File: src/rtl/ioiw_pkg.sv
// Shared types and constants for the in-order issue window.
package ioiw_pkg;

  localparam int TRACK_DEPTH = 256;
  localparam int TRACK_AW    = $clog2(TRACK_DEPTH);
  localparam int SEQ_W       = 16;
  localparam int SPAN_W      = 9;
  localparam int LIMIT_W     = 5;
  localparam int CNT_W       = 5;
  localparam int ACT_W       = 3;
  localparam int CFG_IDX_W   = 1;

  localparam int SPAN_RST  = 32;
  localparam int LIMIT_RST = 4;

  localparam logic [CNT_W-1:0]     CNT_MAX       = '1;
  localparam logic [CFG_IDX_W-1:0] CFG_IDX_SPAN  = 1'b0;
  localparam logic [CFG_IDX_W-1:0] CFG_IDX_LIMIT = 1'b1;

  typedef enum logic [ACT_W-1:0] {
    ACT_INSERT   = 3'd0,
    ACT_QUERY    = 3'd1,
    ACT_ISSUE    = 3'd2,
    ACT_COMPLETE = 3'd3,
    ACT_TICK     = 3'd4
  } action_t;

  typedef enum logic [2:0] {
    S_IDLE,
    S_CALC_A,
    S_CALC_B,
    S_RET_RD,
    S_RET_CHK,
    S_END_A,
    S_END_B,
    S_DONE
  } state_t;

  typedef struct packed {
    logic [SEQ_W-1:0] a;
    logic [SEQ_W-1:0] b;
    logic             inv_b;
    logic             cin;
  } alu_req_t;

  typedef struct packed {
    logic                we;
    logic [TRACK_AW-1:0] waddr;
    logic                wdata;
    logic                re;
    logic [TRACK_AW-1:0] raddr;
  } ram_req_t;

endpackage

File: src/rtl/ioiw_alu.sv
// Shared 16-bit add/subtract unit used by the sequencer.
module ioiw_alu import ioiw_pkg::*; (
  input  alu_req_t         req,
  output logic [SEQ_W-1:0] res
);

  logic [SEQ_W-1:0] b_eff;

  assign b_eff = req.inv_b ? ~req.b : req.b;
  assign res   = req.a + b_eff + {{(SEQ_W-1){1'b0}}, req.cin};

endmodule

File: src/rtl/ioiw_done_ram.sv
// Completion bit store: one write and one registered read per cycle.
module ioiw_done_ram import ioiw_pkg::*; (
  input  logic     clk,
  input  ram_req_t req,
  output logic     rdata
);

  logic mem [TRACK_DEPTH];
  logic rdata_r;

  always_ff @(posedge clk) begin
    if (req.we) begin
      mem[req.waddr] <= req.wdata;
    end
    if (req.re) begin
      rdata_r <= mem[req.raddr];
    end
  end

  assign rdata = rdata_r;

endmodule

File: src/rtl/in_order_issue_window_top.sv
// Top level of the in-order issue window: sequencer, state and result register.
//
//   channel | direction | ports
//   --------+-----------+----------------------------------------------------
//   in      | input     | in_valid, in_ready, in_action, in_seq
//   out     | output    | out_valid, out_ready, out_assigned_seq, out_may_issue,
//           |           | out_win_start, out_win_end, out_fault
//   cfg     | input     | cfg_we, cfg_index, cfg_wdata
//
// One beat at a time. Insert, query and complete go from accept through
// S_CALC_A and S_CALC_B on the shared adder to the result load in S_DONE;
// issue and unused codes go from S_CALC_A to S_DONE. A tick retires the run
// of done entries, one completion-bit read each (S_RET_RD, S_RET_CHK), up to
// an empty tracker or an entry not yet done, then updates the end if any retired.
// Synchronous active-low reset; the completion store needs no clearing pass.
// A stalled result holds the sequencer in its last step; in_ready stays low.
module in_order_issue_window_top import ioiw_pkg::*; (
  input  logic                 clk,
  input  logic                 rst_n,
  input  logic                 in_valid,
  output logic                 in_ready,
  input  logic [ACT_W-1:0]     in_action,
  input  logic [SEQ_W-1:0]     in_seq,
  output logic                 out_valid,
  input  logic                 out_ready,
  output logic [SEQ_W-1:0]     out_assigned_seq,
  output logic                 out_may_issue,
  output logic [SEQ_W-1:0]     out_win_start,
  output logic [SEQ_W-1:0]     out_win_end,
  output logic                 out_fault,
  input  logic                 cfg_we,
  input  logic [CFG_IDX_W-1:0] cfg_index,
  input  logic [SPAN_W-1:0]    cfg_wdata
);

  state_t               state_r, state_nxt;
  logic [SPAN_W-1:0]    span_r, span_nxt;
  logic [LIMIT_W-1:0]   limit_r, limit_nxt;
  logic [SEQ_W-1:0]     next_r, next_nxt;
  logic [SEQ_W-1:0]     start_r, start_nxt;
  logic [SEQ_W-1:0]     end_r, end_nxt;
  logic [CNT_W-1:0]     issued_r, issued_nxt;
  logic                 moved_r, moved_nxt;
  logic                 out_valid_r, out_valid_nxt;

  logic [ACT_W-1:0]     act_r, act_nxt;
  logic [SEQ_W-1:0]     seq_r, seq_nxt;
  logic [SEQ_W-1:0]     tmp_r, tmp_nxt;
  logic [SEQ_W-1:0]     res_assigned_r, res_assigned_nxt;
  logic                 res_may_r, res_may_nxt;
  logic                 res_fault_r, res_fault_nxt;
  logic [SEQ_W-1:0]     out_assigned_r, out_assigned_nxt;
  logic                 out_may_r, out_may_nxt;
  logic [SEQ_W-1:0]     out_start_r, out_start_nxt;
  logic [SEQ_W-1:0]     out_end_r, out_end_nxt;
  logic                 out_fault_r, out_fault_nxt;

  alu_req_t             alu_req;
  logic [SEQ_W-1:0]     alu_res;
  ram_req_t             ram_req;
  logic                 ram_rdata;

  ioiw_alu u_alu (
    .req (alu_req),
    .res (alu_res)
  );

  ioiw_done_ram u_ram (
    .clk   (clk),
    .req   (ram_req),
    .rdata (ram_rdata)
  );

  always_ff @(posedge clk) begin
    if (!rst_n) begin
      state_r     <= S_IDLE;
      span_r      <= SPAN_W'(SPAN_RST);
      limit_r     <= LIMIT_W'(LIMIT_RST);
      next_r      <= '0;
      start_r     <= '0;
      end_r       <= SEQ_W'(SPAN_RST - 1);
      issued_r    <= '0;
      moved_r     <= 1'b0;
      out_valid_r <= 1'b0;
    end else begin
      state_r     <= state_nxt;
      span_r      <= span_nxt;
      limit_r     <= limit_nxt;
      next_r      <= next_nxt;
      start_r     <= start_nxt;
      end_r       <= end_nxt;
      issued_r    <= issued_nxt;
      moved_r     <= moved_nxt;
      out_valid_r <= out_valid_nxt;
    end
  end

  always_ff @(posedge clk) begin
    act_r          <= act_nxt;
    seq_r          <= seq_nxt;
    tmp_r          <= tmp_nxt;
    res_assigned_r <= res_assigned_nxt;
    res_may_r      <= res_may_nxt;
    res_fault_r    <= res_fault_nxt;
    out_assigned_r <= out_assigned_nxt;
    out_may_r      <= out_may_nxt;
    out_start_r    <= out_start_nxt;
    out_end_r      <= out_end_nxt;
    out_fault_r    <= out_fault_nxt;
  end

  always_comb begin
    state_nxt        = state_r;
    span_nxt         = span_r;
    limit_nxt        = limit_r;
    next_nxt         = next_r;
    start_nxt        = start_r;
    end_nxt          = end_r;
    issued_nxt       = issued_r;
    moved_nxt        = moved_r;
    out_valid_nxt    = out_valid_r;
    act_nxt          = act_r;
    seq_nxt          = seq_r;
    tmp_nxt          = tmp_r;
    res_assigned_nxt = res_assigned_r;
    res_may_nxt      = res_may_r;
    res_fault_nxt    = res_fault_r;
    out_assigned_nxt = out_assigned_r;
    out_may_nxt      = out_may_r;
    out_start_nxt    = out_start_r;
    out_end_nxt      = out_end_r;
    out_fault_nxt    = out_fault_r;
    alu_req          = '0;
    ram_req          = '0;

    if (cfg_we) begin
      case (cfg_index)
        CFG_IDX_SPAN:  span_nxt  = cfg_wdata;
        CFG_IDX_LIMIT: limit_nxt = cfg_wdata[LIMIT_W-1:0];
        default: ;
      endcase
    end

    if (out_valid_r && out_ready) begin
      out_valid_nxt = 1'b0;
    end

    case (state_r)
      S_IDLE: begin
        if (in_valid) begin
          act_nxt          = in_action;
          seq_nxt          = in_seq;
          res_assigned_nxt = '0;
          res_may_nxt      = 1'b0;
          res_fault_nxt    = 1'b0;
          moved_nxt        = 1'b0;
          state_nxt        = S_CALC_A;
        end
      end
      S_CALC_A: begin
        case (action_t'(act_r))
          ACT_INSERT, ACT_QUERY, ACT_COMPLETE: begin
            alu_req.a     = (action_t'(act_r) == ACT_INSERT) ? next_r : seq_r;
            alu_req.b     = start_r;
            alu_req.inv_b = 1'b1;
            alu_req.cin   = 1'b1;
            tmp_nxt       = alu_res;
            state_nxt     = S_CALC_B;
          end
          ACT_ISSUE: begin
            res_fault_nxt = (issued_r >= limit_r);
            if (issued_r != CNT_MAX) begin
              issued_nxt = issued_r + CNT_W'(1);
            end
            state_nxt = S_DONE;
          end
          ACT_TICK: begin
            issued_nxt = '0;
            state_nxt  = S_RET_RD;
          end
          default: state_nxt = S_DONE;
        endcase
      end
      S_CALC_B: begin
        case (action_t'(act_r))
          ACT_INSERT: begin
            // tmp holds occupancy
            if (tmp_r >= SEQ_W'(TRACK_DEPTH)) begin
              res_fault_nxt = 1'b1;
            end else begin
              res_assigned_nxt = next_r;
              ram_req.we       = 1'b1;
              ram_req.waddr    = next_r[TRACK_AW-1:0];
              ram_req.wdata    = 1'b0;
              alu_req.a        = next_r;
              alu_req.cin      = 1'b1;
              next_nxt         = alu_res;
            end
          end
          ACT_QUERY: begin
            alu_req.a     = end_r;
            alu_req.b     = start_r;
            alu_req.inv_b = 1'b1;
            alu_req.cin   = 1'b1;
            res_may_nxt   = (issued_r < limit_r) && (tmp_r <= alu_res);
          end
          ACT_COMPLETE: begin
            alu_req.a     = next_r;
            alu_req.b     = start_r;
            alu_req.inv_b = 1'b1;
            alu_req.cin   = 1'b1;
            if (tmp_r < alu_res) begin
              ram_req.we    = 1'b1;
              ram_req.waddr = seq_r[TRACK_AW-1:0];
              ram_req.wdata = 1'b1;
            end
          end
          default: ;
        endcase
        state_nxt = S_DONE;
      end
      S_RET_RD: begin
        if (start_r == next_r) begin
          state_nxt = moved_r ? S_END_A : S_DONE;
        end else begin
          ram_req.re    = 1'b1;
          ram_req.raddr = start_r[TRACK_AW-1:0];
          state_nxt     = S_RET_CHK;
        end
      end
      S_RET_CHK: begin
        if (ram_rdata) begin
          ram_req.we    = 1'b1;
          ram_req.waddr = start_r[TRACK_AW-1:0];
          ram_req.wdata = 1'b0;
          alu_req.a     = start_r;
          alu_req.cin   = 1'b1;
          start_nxt     = alu_res;
          moved_nxt     = 1'b1;
          state_nxt     = S_RET_RD;
        end else begin
          state_nxt = moved_r ? S_END_A : S_DONE;
        end
      end
      S_END_A: begin
        alu_req.a = start_r;
        alu_req.b = {{(SEQ_W-SPAN_W){1'b0}}, span_r};
        tmp_nxt   = alu_res;
        state_nxt = S_END_B;
      end
      S_END_B: begin
        // minus one
        alu_req.a = tmp_r;
        alu_req.b = '1;
        end_nxt   = alu_res;
        state_nxt = S_DONE;
      end
      S_DONE: begin
        if (!out_valid_r || out_ready) begin
          out_valid_nxt    = 1'b1;
          out_assigned_nxt = res_assigned_r;
          out_may_nxt      = res_may_r;
          out_start_nxt    = start_r;
          out_end_nxt      = end_r;
          out_fault_nxt    = res_fault_r;
          state_nxt        = S_IDLE;
        end
      end
      default: state_nxt = S_IDLE;
    endcase
  end

  assign in_ready         = (state_r == S_IDLE);
  assign out_valid        = out_valid_r;
  assign out_assigned_seq = out_assigned_r;
  assign out_may_issue    = out_may_r;
  assign out_win_start    = out_start_r;
  assign out_win_end      = out_end_r;
  assign out_fault        = out_fault_r;

  a_occ_bound: assert property (@(posedge clk) disable iff (!rst_n)
    (SEQ_W'(next_r - start_r) <= SEQ_W'(TRACK_DEPTH)))
    else $error("tracker occupancy exceeds depth");

  a_fault_no_seq: assert property (@(posedge clk) disable iff (!rst_n)
    out_valid_r |-> !(out_fault_r && (out_assigned_r != '0)))
    else $error("faulted beat carries an assigned sequence");

  a_retire_tracked: assert property (@(posedge clk) disable iff (!rst_n)
    (state_r == S_RET_CHK) |-> (start_r != next_r))
    else $error("retire check on empty tracker");

  a_retire_step: assert property (@(posedge clk) disable iff (!rst_n)
    (state_r == S_RET_CHK && ram_rdata) |=> (start_r == SEQ_W'($past(start_r) + 1)))
    else $error("retire did not advance start by one");

endmodule

File: config.mk
export PLATFORM = sky130hd
export DESIGN_NAME = in_order_issue_window_top
export DESIGN_NICKNAME = d
export VERILOG_FILES = /design/src/rtl/ioiw_pkg.sv /design/src/rtl/ioiw_alu.sv /design/src/rtl/ioiw_done_ram.sv /design/src/rtl/in_order_issue_window_top.sv
export SDC_FILE = /design/constraint.sdc
export NUM_CORES = 1
export LEC_CHECK = 0
export BUFFER_PORTS_ARGS = -buffer_cell sky130_fd_sc_hd__buf_4
export CORE_MARGIN = 2
export CORE_UTILIZATION = 40
export CTS_CLUSTER_SIZE = 10
export DETAILED_ROUTE_END_ITERATION = 16
export HOLD_SLACK_MARGIN = 0.02
export REMOVE_ABC_BUFFERS = 1
export SLEW_MARGIN = 40
export SYNTH_ARGS = -nofsm -noshare
export SYNTH_HDL_FRONTEND = slang
export SYNTH_HIERARCHICAL = 1
export SYNTH_SLANG_ARGS = --single-unit
File: constraint.sdc
create_clock -name clk -period 9.9 [get_ports clk]
set_input_delay 0.99 -clock clk [delete_from_list [all_inputs] [get_ports clk]]
set_output_delay 0.99 -clock clk [all_outputs]
set_load 0.01 [all_outputs]
**After elaboration in Yosys (flattened, before gate mapping)**

Memories as Yosys holds them, arrays and structs flattened. A register that Yosys moved wholly into a read port is not among the register bits.
Cells that the tools add are included.

- Register bits after elaboration: 175
- Bits in latches: 0
- Memory bits (writable): 256
- Memory bits (read-only): 0
- Input bits: 34
- Output and inout port bits: 52
- Logic and storage cells: 132
- Memories: 1

Memory list:

| name | depth | bits a word | rd ports | clocked after Yosys merged registers in | wr ports | RTL line | text |
|---|---|---|---|---|---|---|---|
| u_ram.mem | 256 | 1 | 1 | 1 | 1 | ioiw_done_ram.sv:8 | `logic mem [TRACK_DEPTH];` |

- $add $sub $neg: 3
- Multipliers: 0
- Divide/modulo/power cells: 0
- $lt $le $gt $ge: 5
- Equal/unequal tests: 23
- Shift operators: 0
- Multiplexer cells: 50
- Bitwise logic cells: 3
- Reductions and logical operators: 27

Operators by type and width:

| kind | count |
|---|---|
| $mux W16 | 8 |
| $pmux W16 S5 | 1 |
| $pmux W16 S2 | 2 |
| $pmux W16 S4 | 1 |
| $pmux W16 S3 | 1 |
| $pmux W10 S2 | 2 |
| $mux W34 | 1 |
| $mux W10 | 3 |
| $pmux W3 S7 | 1 |
| $mux W9 | 2 |
| $mux W17 | 1 |
| $add A16 B1 Y16 | 1 |
| $add A16 B16 Y16 | 1 |
| $eq A16 B16 Y1 | 1 |
| $ge A16 B9 Y1 const B | 1 |
| $le A16 B16 Y1 | 1 |
| $lt A16 B16 Y1 | 1 |
| $not A16 Y16 | 1 |
| $eq A3 B3 Y1 const B | 5 |
| $reduce_and A2 Y1 | 7 |
| $mux W1 | 13 |
| $eq A3 B2 Y1 const B | 4 |
| $ne A2 B2 Y1 const B | 6 |
| $reduce_and A3 Y1 | 4 |
| other kinds (24) | 42 |

**Longest topological paths before layout**

Gate-level depths: netlist of run 1.

- Depth in word-level cells: 14
- Gate-level depth with buffers: 27
- Mapped depth without buffers: 24

**By module**

The synthesis of run 1 kept the hierarchy.

By module, submodules not included:

| module | instances | cells each | area an instance (sq um) | seq. area each (sq um) |
|---|---|---|---|---|
| ioiw_done_ram | 1 | 788 | 11138.2 | 7717.4 |
| in_order_issue_window_top | 1 | 747 | 7910.1 | 4534.3 |
| ioiw_alu | 1 | 119 | 943.4 | 0.0 |

**Worst setup path before layout of run 1**

No wires, ideal clock.

- Path type: reg-to-reg
- From: register act_r[0]
- To: memory u_ram.mem[0] (data pin)
- Setup time: 0.775 ns
- Arrival time: 7.477 ns
- Required time: 9.125 ns
- Path slack: 1.648 ns
- Cell stages (with the launch flop): 23
- Buffers on the path: 4
- Period minus slack after synthesis: 8.252 ns
- Cell sequence: edfxtp_1 > clkbuf_1 > or2b_1 > a22oi_1 > nor2_4 > buf_4 > buf_4 > buf_2 > xnor2_1 > fa_1 > fa_1 > nor2b_2 > o2111ai_2 > a2111oi_2 > nor4b_2 > xnor2_1 > inv_1 > ha_1 > nand4_1 > inv_1 > a21oi_1 > nand4b_1 > inv_1

RTL lines:

| item | RTL line | text |
|---|---|---|
| start, declared | in_order_issue_window_top.sv:46 | `logic [ACT_W-1:0] act_r, act_nxt;` |
| start signal, assigned | in_order_issue_window_top.sv:99 | `act_r <= act_nxt;` |
| end, declared | ioiw_done_ram.sv:8 |  |

==> run summary, run 1 <==
Data required, critical path -> 10.18 ns
die height -> 227.6 um
Die W -> 227.6 um
Skew-Pair Late Insertion Delay -> 0.60 ns
cts repair resizes -> 0
drt wl/cell -> 21.32 um
hold path cells -> 0
Vias/cell -> 5.530
CP cell instances -> nor2_1 > nor2_1 > and2_0 > a222oi_1 > nand3_1 > inv_1 > fa_1 > fa_1 > nor2b_2 > o2111ai_2 > a2111oi_2 > nor4b_2 > xnor2_1 > inv_1 > ha_1 > nand4_1 > nor4_1 > o21ai_0 > nand4b_1 > buf_4 > o21ai_0 > nor3b_1 > nand2_1 > nor2_1
dpl hpwl -> 32.36 mm
Worst-Margin Slew -> 0.8525 ns
CP max FO -> 21
Total GRT Usage -> 20.04%
Worst Reg-to-Reg Cells -> 24
Clk network pwr share -> 36.8%
via count -> 13,340
# IOs -> 86
Power Density -> 202.5 mW/mm2
sequential share of the synthesized area -> 61.28%
fmax -> 125.8 MHz
Port Buffers -> 85
total CTS buffers -> 50
final instance area -> 0.02275 mm2
Area growth syn-to-layout -> 13.81%
ratio of cells with drive above 1 in the final layout -> 14.30%
sequential share of power -> 46.7%
CP top delay family -> simple AND/OR/NAND/NOR gates
Reg2Reg Setup Slack -> 1.95 ns
Net Switching -> 0.001293 W
Antenna Violating Nets Remaining -> 0
combinational power share -> 16.4%
Avg Cell Area, Syn -> 12.09 um2
Reg clk slew, reported paths -> 0.06 ns
clk root buf -> clkbuf_16
Cell Area, Synth -> 0.01999 mm2
critical path data arrival time -> 8.23 ns
Routed WL -> 51.42 mm
Seq cells post-synth -> 432
fin nets -> 1,790
Final GP Congestion -> 0.8870
# setup viols final -> 0
H-Tree Depth -> 2
drt pass-1 iters -> 7
first-pass GRT wire length -> 77.91 mm
post-CTS setup repair buffer count -> 0
Slew HR -> 43.03%
initial core utilization -> 40.67%
initial antenna violation count -> 0
Placed Area -> 0.02122 mm2
WP buf/inv -> 3
Int Pwr -> 0.003313 W
CP Capture Type -> register
Final min period -> 7.949 ns
Worst setup SP type -> register
remaining global-route overflow -> 0
Worst path depth -> 24
Max Cap Viol -> 0
Synth cell types -> 77
worst min path class -> register to register
Sw Share -> 28.08%
Die ar. -> 0.05178 mm2
fin. max-slew vios -> 0
Post-Route Setup TNS -> 0 ns
Core ar. -> 0.04915 mm2
Clock Sinks -> 432
clock buffer depth -> 3
Final Skew -> 0.02288 ns
CP max stage delay -> 0.77 ns
status -> completed
warnings from Yosys -> 6
Post-Syn Instances -> 1,654
Final Hold Fails -> 0
FILL cells -> 4,441
# DRC -> 0
P_leak -> 7.841 nW
most frequent cell on the critical path -> nor2_1
number of synthesized flops with an enable pin -> 360
VDD IR max -> 0.0001436 V
Hold-fix buffers, CTS -> 0
Rows -> 81
vias in the first global route -> 12,870
Main synth FF type -> edfxtp_1
unrepaired setup endpoints after global routing -> no
Diodes inserted -> 0
CTS tree -> done
Starting DRT DRC Count -> 1,356
Final Cycle Share -> 80.29%
Synth async-reset ratio -> 0%
CP max stage cell -> dfxtp_1
largest net degree at the start of global routing -> 257
critical path class -> register to register
-- power groups by stage --
stage	Clock, W	Combinational, W	Sequential, W
after floorplan	0	0.000478	0.00217
after global placement	0	0.000730	0.00218
after global routing	0.00181	0.000833	0.00216
after detailed placement	0	0.000740	0.00219
final	0.00170	0.000758	0.00215
after CTS	0.00173	0.000743	0.00215
-- area by class of cell --
cell class / instances / area, um2 / share of cell area [%]
clock inverters: 6 / 103.9 / 0.4564
clock buffers: 77 / 1384 / 6.082
well taps: 664 / 830.8 / 3.651
inverters: 42 / 160.2 / 0.7039
repair buffers: 109 / 850.8 / 3.739
multi-input cells: 1082 / 7172 / 31.52
flip-flops and latches: 432 / 12250 / 53.85
-- worst reg2reg max path, delay by kind of cell, from the launching register on --
kind                       cells  cell delay [ns]
adders and majority gates      3             1.19
xor gates and xnor gates       1             0.36
buffers and inverters          3             0.34
and+or+nand+nor               12             3.85
DFF                            1             0.77
AOI/OAI and AO/OA              5             1.14
-- per-layer routing --
layer	track usage [%]	share of wire, %
met2	30.63	45
met5	0	0
met4	5.756	2.1
met1	29.04	46
met3	3.936	7.3
-- cells in the final DEF (no fill, tap or decap), drive strengths merged, types with 31 or more instances in the layout --
cell	n
dfxtp	72
clkbuf	77
nand2	210
a22o	31
a21boi	57
mux2i	53
nand3	35
mux4	42
ha	37
inv	41
nor2	290
edfxtp	360
buf	109
-- stage by stage --
| stage | worst slack [ns] | instances | hold slack, ns | total power, W | util, % |
|---|---|---|---|---|---|
| floorplan | 1.018 | 1556 | 0.4003 | 0.002645 | - |
| global placement | 2.368 | 2328 | 0.4073 | 0.002914 | 43.12 |
| detailed placement | 2.092 | 2328 | 0.4045 | 0.002926 | 43.18 |
| CTS | 2.047 | 2411 | 0.4168 | 0.004625 | 46.20 |
| global route | 1.466 | 2412 | 0.4223 | 0.004800 | 46.29 |
| finish | 1.951 | 2412 | 0.4217 | 0.004607 | 46.29 |
-- kinds of logic after synthesis --
| group | share of synthesized area (%) |
|---|---|
| AOI/OAI and AO/OA | 8.969 |
| xor gates and xnor gates | 2.184 |
| adders and majority gates | 2.516 |
| buffers and inverters | 3.148 |
| DFF | 61.28 |
| muxes | 7.441 |
| and+or+nand+nor | 14.46 |
-- registers in the layout, indices dropped and copies added, names as in the netlist, 3 cells and up --
register,cells
issued_r,5
u_ram/mem,256
limit_r,5
next_r,16
state_r,3
res_assigned_r,16
seq_r,16
tmp_r,16
start_r,16
end_r,16
out_win_end,16
span_r,9
act_r,3
out_win_start,16
out_assigned_seq,16
-- path summary, 6_finish.rpt --
kind,to,from
hold / removal,out_assigned_seq[6],res_assigned_r[6]
setup reg to reg,u_ram/mem[96],state_r[0]
setup / recovery,u_ram/mem[96],state_r[0]
hold reg to reg,out_assigned_seq[6],res_assigned_r[6]
-- cell usage after synthesis (all sizes together), types with 5 or more instances --
library cell	instances	area [um2]
o21ai	30	153.9
dfxtp	72	1441
a21o	8	60.06
and2	29	181.4
clkbuf	64	240.2
a21oi	24	123.9
a221o	8	80.08
xnor2	29	261.5
nor3	10	72.57
mux4	42	945.9
a22o	31	271.5
a222oi	8	80.08
nor4	9	56.30
a22oi	17	127.6
ha	37	462.9
nand4	11	68.82
a31oi	8	50.05
edfxtp	360	10810
o22ai	24	150.1
inv	41	153.9
nand2	210	788.3
buf	34	231.5
xor2	20	175.2
nor3b	5	52.55
o211ai	5	37.54
a21boi	57	427.9
or3b	5	48.80
mux2i	53	530.5
nand3	35	175.2
nor2b	18	117.6
nand2b	15	93.84
a2111oi	5	50.04
nor2	290	1101
Note: power is estimated with default switching activity, not from simulation.
==> run 2, diff against run 1 <==
==> constraint.sdc (replaced) <==
create_clock -name clk -period 6.85 [get_ports clk]
set_input_delay 0.685 -clock clk [delete_from_list [all_inputs] [get_ports clk]]
set_output_delay 0.685 -clock clk [all_outputs]
set_load 0.01 [all_outputs]
==> run 2 against run 1 <==
Net effect:
- global-route usage increased by 0.21 points
- clock power up 42%
- via count up 1.2%
- register-to-register slack worse by 1.5 ns
- fmax grew 24%
- final cell count increased by 1.6%
- sequential power rose by 43%
- wire length is 0.60% higher
- die area did not move
- flip-flop and latch count is the same
- design area increased by 1.4%
- largest cell class unchanged
- highest routed layer is now met5
==> run summary, run 2 (synthesized netlist as in run 1, its figures left out) <==
status -> completed
RR Endpoint -> u_ram/mem[188]
fin. max-slew vios -> 0 (unchanged)
FF+latch area -> 0.01225 mm2 (about the same)
Vias/cell -> 5.506 (-0.44%)
Multi-input gate area -> 0.007221 mm2 (+0.68%)
Rows -> 81 (unchanged)
initial core utilization -> 40.67% (unchanged)
most flop-heavy register -> u_ram/mem
CP Capture Type -> register
drt pass-1 iters -> 6 (-1)
initial antenna violation count -> 3 (+3)
fin nets -> 1,838 (+2.7%)
Final Skew -> 0.01370 ns (-0.009181 ns)
clock buffer depth -> 3 (unchanged)
remaining global-route overflow -> 0 (unchanged)
commonest non-fill, non-tap cells in the layout -> edfxtp_1, nor2_1, nand2_1
# setup viols final -> 0 (unchanged)
commonest non-fill, non-tap cell in the layout -> edfxtp_1
Worst setup SP type -> register
max FFs per register -> 256 (unchanged)
unrepaired setup endpoints after global routing -> yes
first-pass GRT wire length -> 79.01 mm (+1.4%)
total CTS buffers -> 50 (unchanged)
Diodes inserted -> 0 (unchanged)
Starting DRT DRC Count -> 1,466 (+8.1%)
# DRC -> 0 (unchanged)
P_leak -> 8.079 nW (+3.0%)
Data required, critical path -> 7.14 ns (-3.04 ns)
VDD IR max -> 0.0001630 V (+13%)
pre-CTS WS -> -0.1004 ns (-2.192 ns)
Routed WL -> 51.73 mm (+0.60%)
worst hold endpoint -> seq_r[11]
Clock Sinks -> 432 (unchanged)
Worst Reg-to-Reg Cells -> 25 (+4.2%)
Power Density -> 288.0 mW/mm2 (+42%)
Core ar. -> 0.04915 mm2 (unchanged)
critical path class -> register to register
final worst slack -> 0.4227 ns (-1.528 ns)
Worst-Margin Slew -> 0.7956 ns (-0.05686 ns)
die height -> 227.6 um (unchanged)
Skew-Pair Late Insertion Delay -> 0.59 ns (about the same)
Antenna Violating Nets Remaining -> 0 (unchanged)
Slew HR -> 46.76% (+3.7 points)
hold path cells -> 1 (+1)
Final Util -> 46.96% (+0.67 points)
Final Cycle Share -> 93.83% (+14 points)
via count -> 13,500 (+1.2%)
CP max FO -> 10 (-52%)
CTS tree -> done
Reg2Reg Setup Slack -> 0.42 ns (-1.53 ns)
Max Cap Viol -> 0 (unchanged)
Final GP Congestion -> 0.9125 (+2.9%)
Final min period -> 6.427 ns (-1.522 ns)
ratio of cells with drive above 1 in the final layout -> 17.01% (+2.7 points)
drt wl/cell -> 21.11 um (-1.0%)
Hold-fix buffers, CTS -> 0 (unchanged)
# IOs -> 86 (unchanged)
Critical R2R Launch -> act_r[0]
fmax -> 155.6 MHz (+24%)
Die W -> 227.6 um (unchanged)
critical path data arrival time -> 6.72 ns (-1.51 ns)
Area growth syn-to-layout -> 15.45%
clk root buf -> clkbuf_16
dpl hpwl -> 34.07 mm (+5.3%)
min-delay src -> in_seq[11]
Die ar. -> 0.05178 mm2 (unchanged)
worst min path class -> input pin to register
Total GRT Usage -> 20.26% (+0.21 points)
Port Buffers -> 85 (unchanged)
vias in the first global route -> 13,350 (+3.8%)
Reg clk slew, reported paths -> 0.06 ns (about the same)
FILL cells -> 4,493 (+1.2%)
Final Hold Fails -> 0 (unchanged)
largest net degree at the start of global routing -> 162 (-37%)
H-Tree Depth -> 2 (unchanged)
## run 2: cell types whose count changed in the layout (fill, tap and decap cells not counted), sizes merged
| cell | delta |
|---|---|
| inv | +2 |
| clkinv | -3 |
| clkbuf | -9 |
| bufinv | +1 |
| buf | +48 |
## run 2: per-layer routing
metal | track usage, % | part of all wire (%) | vias up
met1 | 29.09 | 45 | 6714
li1 | - | - | 6204
met2 | 31.45 | 45 | 503
met5 | 0 | 0.019 | -
met3 | 4.246 | 8.2 | 72
met4 | 4.934 | 1.8 | 2
## run 2: area by class of cell
type | instances | share of cell area (%)
clock inverters | 6 | 0.4499
multi-input cells | 1082 | 31.28
clock buffers | 68 | 5.714
repair buffers | 157 | 5.161
well taps | 664 | 3.600
inverters | 42 | 0.7047
flip-flops and latches | 432 | 53.09
## run 2: repair_timing
item                                    4_1_cts  5_1_grt
gates resized for setup                       1       23
endpoints found under the setup margin       18      254
pin swaps                                     0        1
buffers inserted                              0        2
## run 2: how the worst max path moves through the flow
| stage | start | to | slack, ns | depth (start not counted) |
|---|---|---|---|---|
| global placement | tmp_r[14] | u_ram/mem[109] | 0.13 | 24 |
| detailed placement | tmp_r[14] | u_ram/mem[205] | -0.10 | 24 |
| CTS | tmp_r[14] | u_ram/mem[45] | 0.08 | 24 |
| finish | act_r[0] | u_ram/mem[188] | 0.42 | 25 |
| global route | act_r[0] | u_ram/mem[188] | -0.06 | 25 |
| floorplan | state_r[1] | u_ram/mem[0] | -2.03 | 19 |
## run 2: stage by stage
stage	instance area, um2	hold slack [ns]	total power (W)	cells	TNS, ns
floorplan	19520	0.4003	0.003823	1556	-524.41
global placement	21550	0.4059	0.004249	2375	0
detailed placement	21550	0.4054	0.004262	2375	-0.8263
CTS	22980	0.2510	0.006670	2449	0
global route	23080	0.2566	0.006924	2451	-1.375
finish	23080	0.2774	0.006646	2451	0
## run 2: worst max-delay path: stages (launching register included)
cell       delay (ns)
edfxtp_1         0.49
or2b_1           0.31
a22oi_1          0.27
nor2_4           0.08
a22o_1           0.24
xnor2_1          0.14
fa_1             0.42
fa_1             0.47
nor2b_2          0.18
o2111ai_2        0.17
a2111oi_2        0.42
nor4b_2          0.10
xnor2_1          0.20
inv_1            0.07
ha_1             0.30
nand4_1          0.23
nor4_4           0.38
o21ai_0          0.19
nand4b_1         0.15
buf_4            0.20
o21ai_0          0.10
buf_4            0.18
nor2b_2          0.27
nand3_1          0.18
buf_4            0.25
nor2_1           0.13
## run 2: where the power goes
group / total [W] / switching (W) / internal, W / leakage [nW]
Combinational: 0.00116 / 0.000746 / 0.000412 / 3.13
Clock: 0.00241 / 0.00100 / 0.00140 / 0.685
Sequential: 0.00308 / 0.0000860 / 0.00299 / 4.27
==> run 3, diff against run 2 <==
--- a/config.mk
+++ b/config.mk
@@ -7,10 +7,11 @@
 export LEC_CHECK = 0
 export BUFFER_PORTS_ARGS = -buffer_cell sky130_fd_sc_hd__buf_4
 export CORE_MARGIN = 2
-export CORE_UTILIZATION = 40
+export CORE_UTILIZATION = 48
 export CTS_CLUSTER_SIZE = 10
 export DETAILED_ROUTE_END_ITERATION = 16
 export HOLD_SLACK_MARGIN = 0.02
+export PLACE_DENSITY = 0.65
 export REMOVE_ABC_BUFFERS = 1
 export SLEW_MARGIN = 40
 export SYNTH_ARGS = -nofsm -noshare
==> run 3 against run 2 <==
Net effect:
- wire length decreased by 2.9%
- critical path type unchanged
- register-to-register slack about the same
- worst setup slack worse by 0.0045 ns
- global-route usage up 3.0 points
- first-iteration DRC count is 9.9% lower
- design area is 0.19% lower
- clock skew is 0.0064 ns higher
- combinational power grew 3%
==> run summary, run 3 (synthesized netlist as in run 1, its figures left out) <==
first-pass GRT wire length -> 77.51 mm (-1.9%)
Port Buffers -> 85 (unchanged)
# setup viols final -> 0 (unchanged)
Antenna Violating Nets Remaining -> 0 (unchanged)
CP endpoint -> u_ram/mem[218]
Critical R2R Launch -> tmp_r[10]
critical path data arrival time -> 6.69 ns (-0.03 ns)
# IOs -> 86 (unchanged)
most flop-heavy register -> u_ram/mem
commonest non-fill, non-tap cells in the layout -> edfxtp_1, nor2_1, nand2_1
Area growth syn-to-layout -> 15.23%
RR Endpoint -> u_ram/mem[218]
Final GP Congestion -> 0.8883 (-2.7%)
Final Cycle Share -> 93.89% (about the same)
Slew HR -> 42.46% (-4.3 points)
total CTS buffers -> 50 (unchanged)
die height -> 208.1 um (-8.6%)
initial antenna violation count -> 1 (-2)
commonest non-fill, non-tap cell in the layout -> edfxtp_1
dpl hpwl -> 32.47 mm (-4.7%)
initial core utilization -> 48.74% (+8.1 points)
Placed Cells -> 2,246 (-5.4%)
pre-CTS WS -> -0.02677 ns (+0.07366 ns)
Final Hold Fails -> 0 (unchanged)
CP max FO -> 16 (+6)
via count -> 13,590 (+0.73%)
Final min period -> 6.432 ns (+0.004484 ns)
final instance area -> 0.02304 mm2 (-0.19%)
VDD IR max -> 0.0001747 V (+7.2%)
status -> completed
H-Tree Depth -> 2 (unchanged)
worst min path class -> input pin to register
Post-Route Setup TNS -> 0 ns (unchanged)
max FFs per register -> 256 (unchanged)
Reg clk slew, reported paths -> 0.06 ns (about the same)
Reg2Reg Setup Slack -> 0.42 ns (about the same)
Worst-Margin Slew -> 0.8613 ns (+0.06568 ns)
Hold-fix buffers, CTS -> 0 (unchanged)
Worst Reg-to-Reg Cells -> 25 (unchanged)
Die ar. -> 0.04330 mm2 (-16%)
start point of the critical path -> tmp_r[10]
fin nets -> 1,842 (+0.22%)
CTS tree -> done
drt pass-1 iters -> 5 (-1)
Starting DRT DRC Count -> 1,321 (-9.9%)
ratio of cells with drive above 1 in the final layout -> 17.40% (+0.39 points)
Diodes inserted -> 0 (unchanged)
# DRC -> 0 (unchanged)
fmax -> 155.5 MHz (about the same)
remaining global-route overflow -> 0 (unchanged)
CP Capture Type -> register
Data required, critical path -> 7.11 ns (-0.03 ns)
Worst setup SP type -> register
fin cells -> 2,325 (-5.1%)
Final Skew -> 0.02010 ns (+0.006399 ns)
critical path class -> register to register
Placed Area -> 0.02146 mm2 (-0.42%)
final worst slack -> 0.4182 ns (-0.004484 ns)
P_leak -> 8.109 nW (+0.37%)
vias in the first global route -> 13,170 (-1.4%)
Clock Sinks -> 432 (unchanged)
largest net degree at the start of global routing -> 75 (-54%)
Die W -> 208.1 um (-8.6%)
Power Density -> 289.6 mW/mm2 (+0.56%)
fin. max-slew vios -> 0 (unchanged)
Routed WL -> 50.23 mm (-2.9%)
clock buffer depth -> 3 (unchanged)
Rows -> 74 (-8.6%)
unrepaired setup endpoints after global routing -> no
Total GRT Usage -> 23.22% (+3.0 points)
Core ar. -> 0.04102 mm2 (-17%)
clk root buf -> clkbuf_16
drt wl/cell -> 21.60 um (+2.4%)
Vias/cell -> 5.846 (+6.2%)
Max Cap Viol -> 0 (unchanged)
hold_ws -> 0.2890 ns (+0.01161 ns)
Skew-Pair Late Insertion Delay -> 0.57 ns (-0.02 ns)
[run 3: cell count changes in the layout (fill, tap and decap cells not counted), sizes merged]
| cell | previous run | this run |
|---|---|---|
| bufinv | 2 | 0 |
| clkbuf | 68 | 73 |
| buf | 157 | 161 |
| clkinv | 3 | 4 |
| inv | 43 | 41 |
[run 3: critical path, cell delays in order (launching register included)]
cell and delay, ns:
edfxtp_1 0.44, nor4_1 0.39, buf_4 0.21, nand2_1 0.12, nor3_4 0.17, or3_1 0.13, inv_1 0.05, fa_1 0.48
fa_1 0.46, nor2b_2 0.18, o2111ai_2 0.16, a2111oi_2 0.43, nor4b_2 0.10, xnor2_1 0.22, inv_1 0.07, ha_1 0.29
nand4_1 0.20, inv_1 0.06, a21oi_1 0.19, nand4b_1 0.30, buf_4 0.27, o21ai_2 0.29, nor2b_2 0.36, nand3_1 0.16
buf_4 0.24, nor2_1 0.13
[run 3: stage by stage]
stage	utilization (%)	power, W
6_report	56.17	0.006671
5_1_grt	56.17	0.006942
4_1_cts	55.85	0.006670
3_5_place_dp	52.33	0.004281
3_3_place_gp	52.21	0.004276
2_1_floorplan	-	0.003823
[run 3: layout make-up]
cell class                 instances  area (um2)
timing repair buffer             161        1279
clock buffer                      73        1423
tap                              532       665.6
inverter                          42       160.2
clock inverter                     3       15.01
fill                            3390       17980
multi-input combinational       1082        7242
sequential                       432       12250
[run 3: how the worst min path moves through the flow]
stage                           start                   to  cells past startpoint
global placement    res_assigned_r[9]  out_assigned_seq[9]                      0
finish                      in_seq[3]             seq_r[3]                      1
CTS                        in_seq[15]            seq_r[15]                      1
detailed placement  res_assigned_r[5]  out_assigned_seq[5]                      0
global route               in_seq[13]            seq_r[13]                      1
floorplan           res_assigned_r[0]  out_assigned_seq[0]                      0
[run 3: timing repair]
item,4_1_cts,5_1_grt
buffers inserted,0,3
endpoints found under the setup margin,64,256
hold endpoints to repair,0,0
pin swaps,0,1
gates resized for setup,3,26
[run 3: where the power goes]
group | internal, W | switching [W]
logic | 0.000430 | 0.000771
registers | 0.00299 | 0.0000859
clock network | 0.00141 | 0.000976
total | 0.00484 | 0.00183
[run 3: routing by layer]
metal / routed length, um / track usage [%]
met1: 22200 / 33.95
met2: 22500 / 35.44
met3: 4390 / 4.453
met4: 1131 / 6.723
met5: 12 / 0
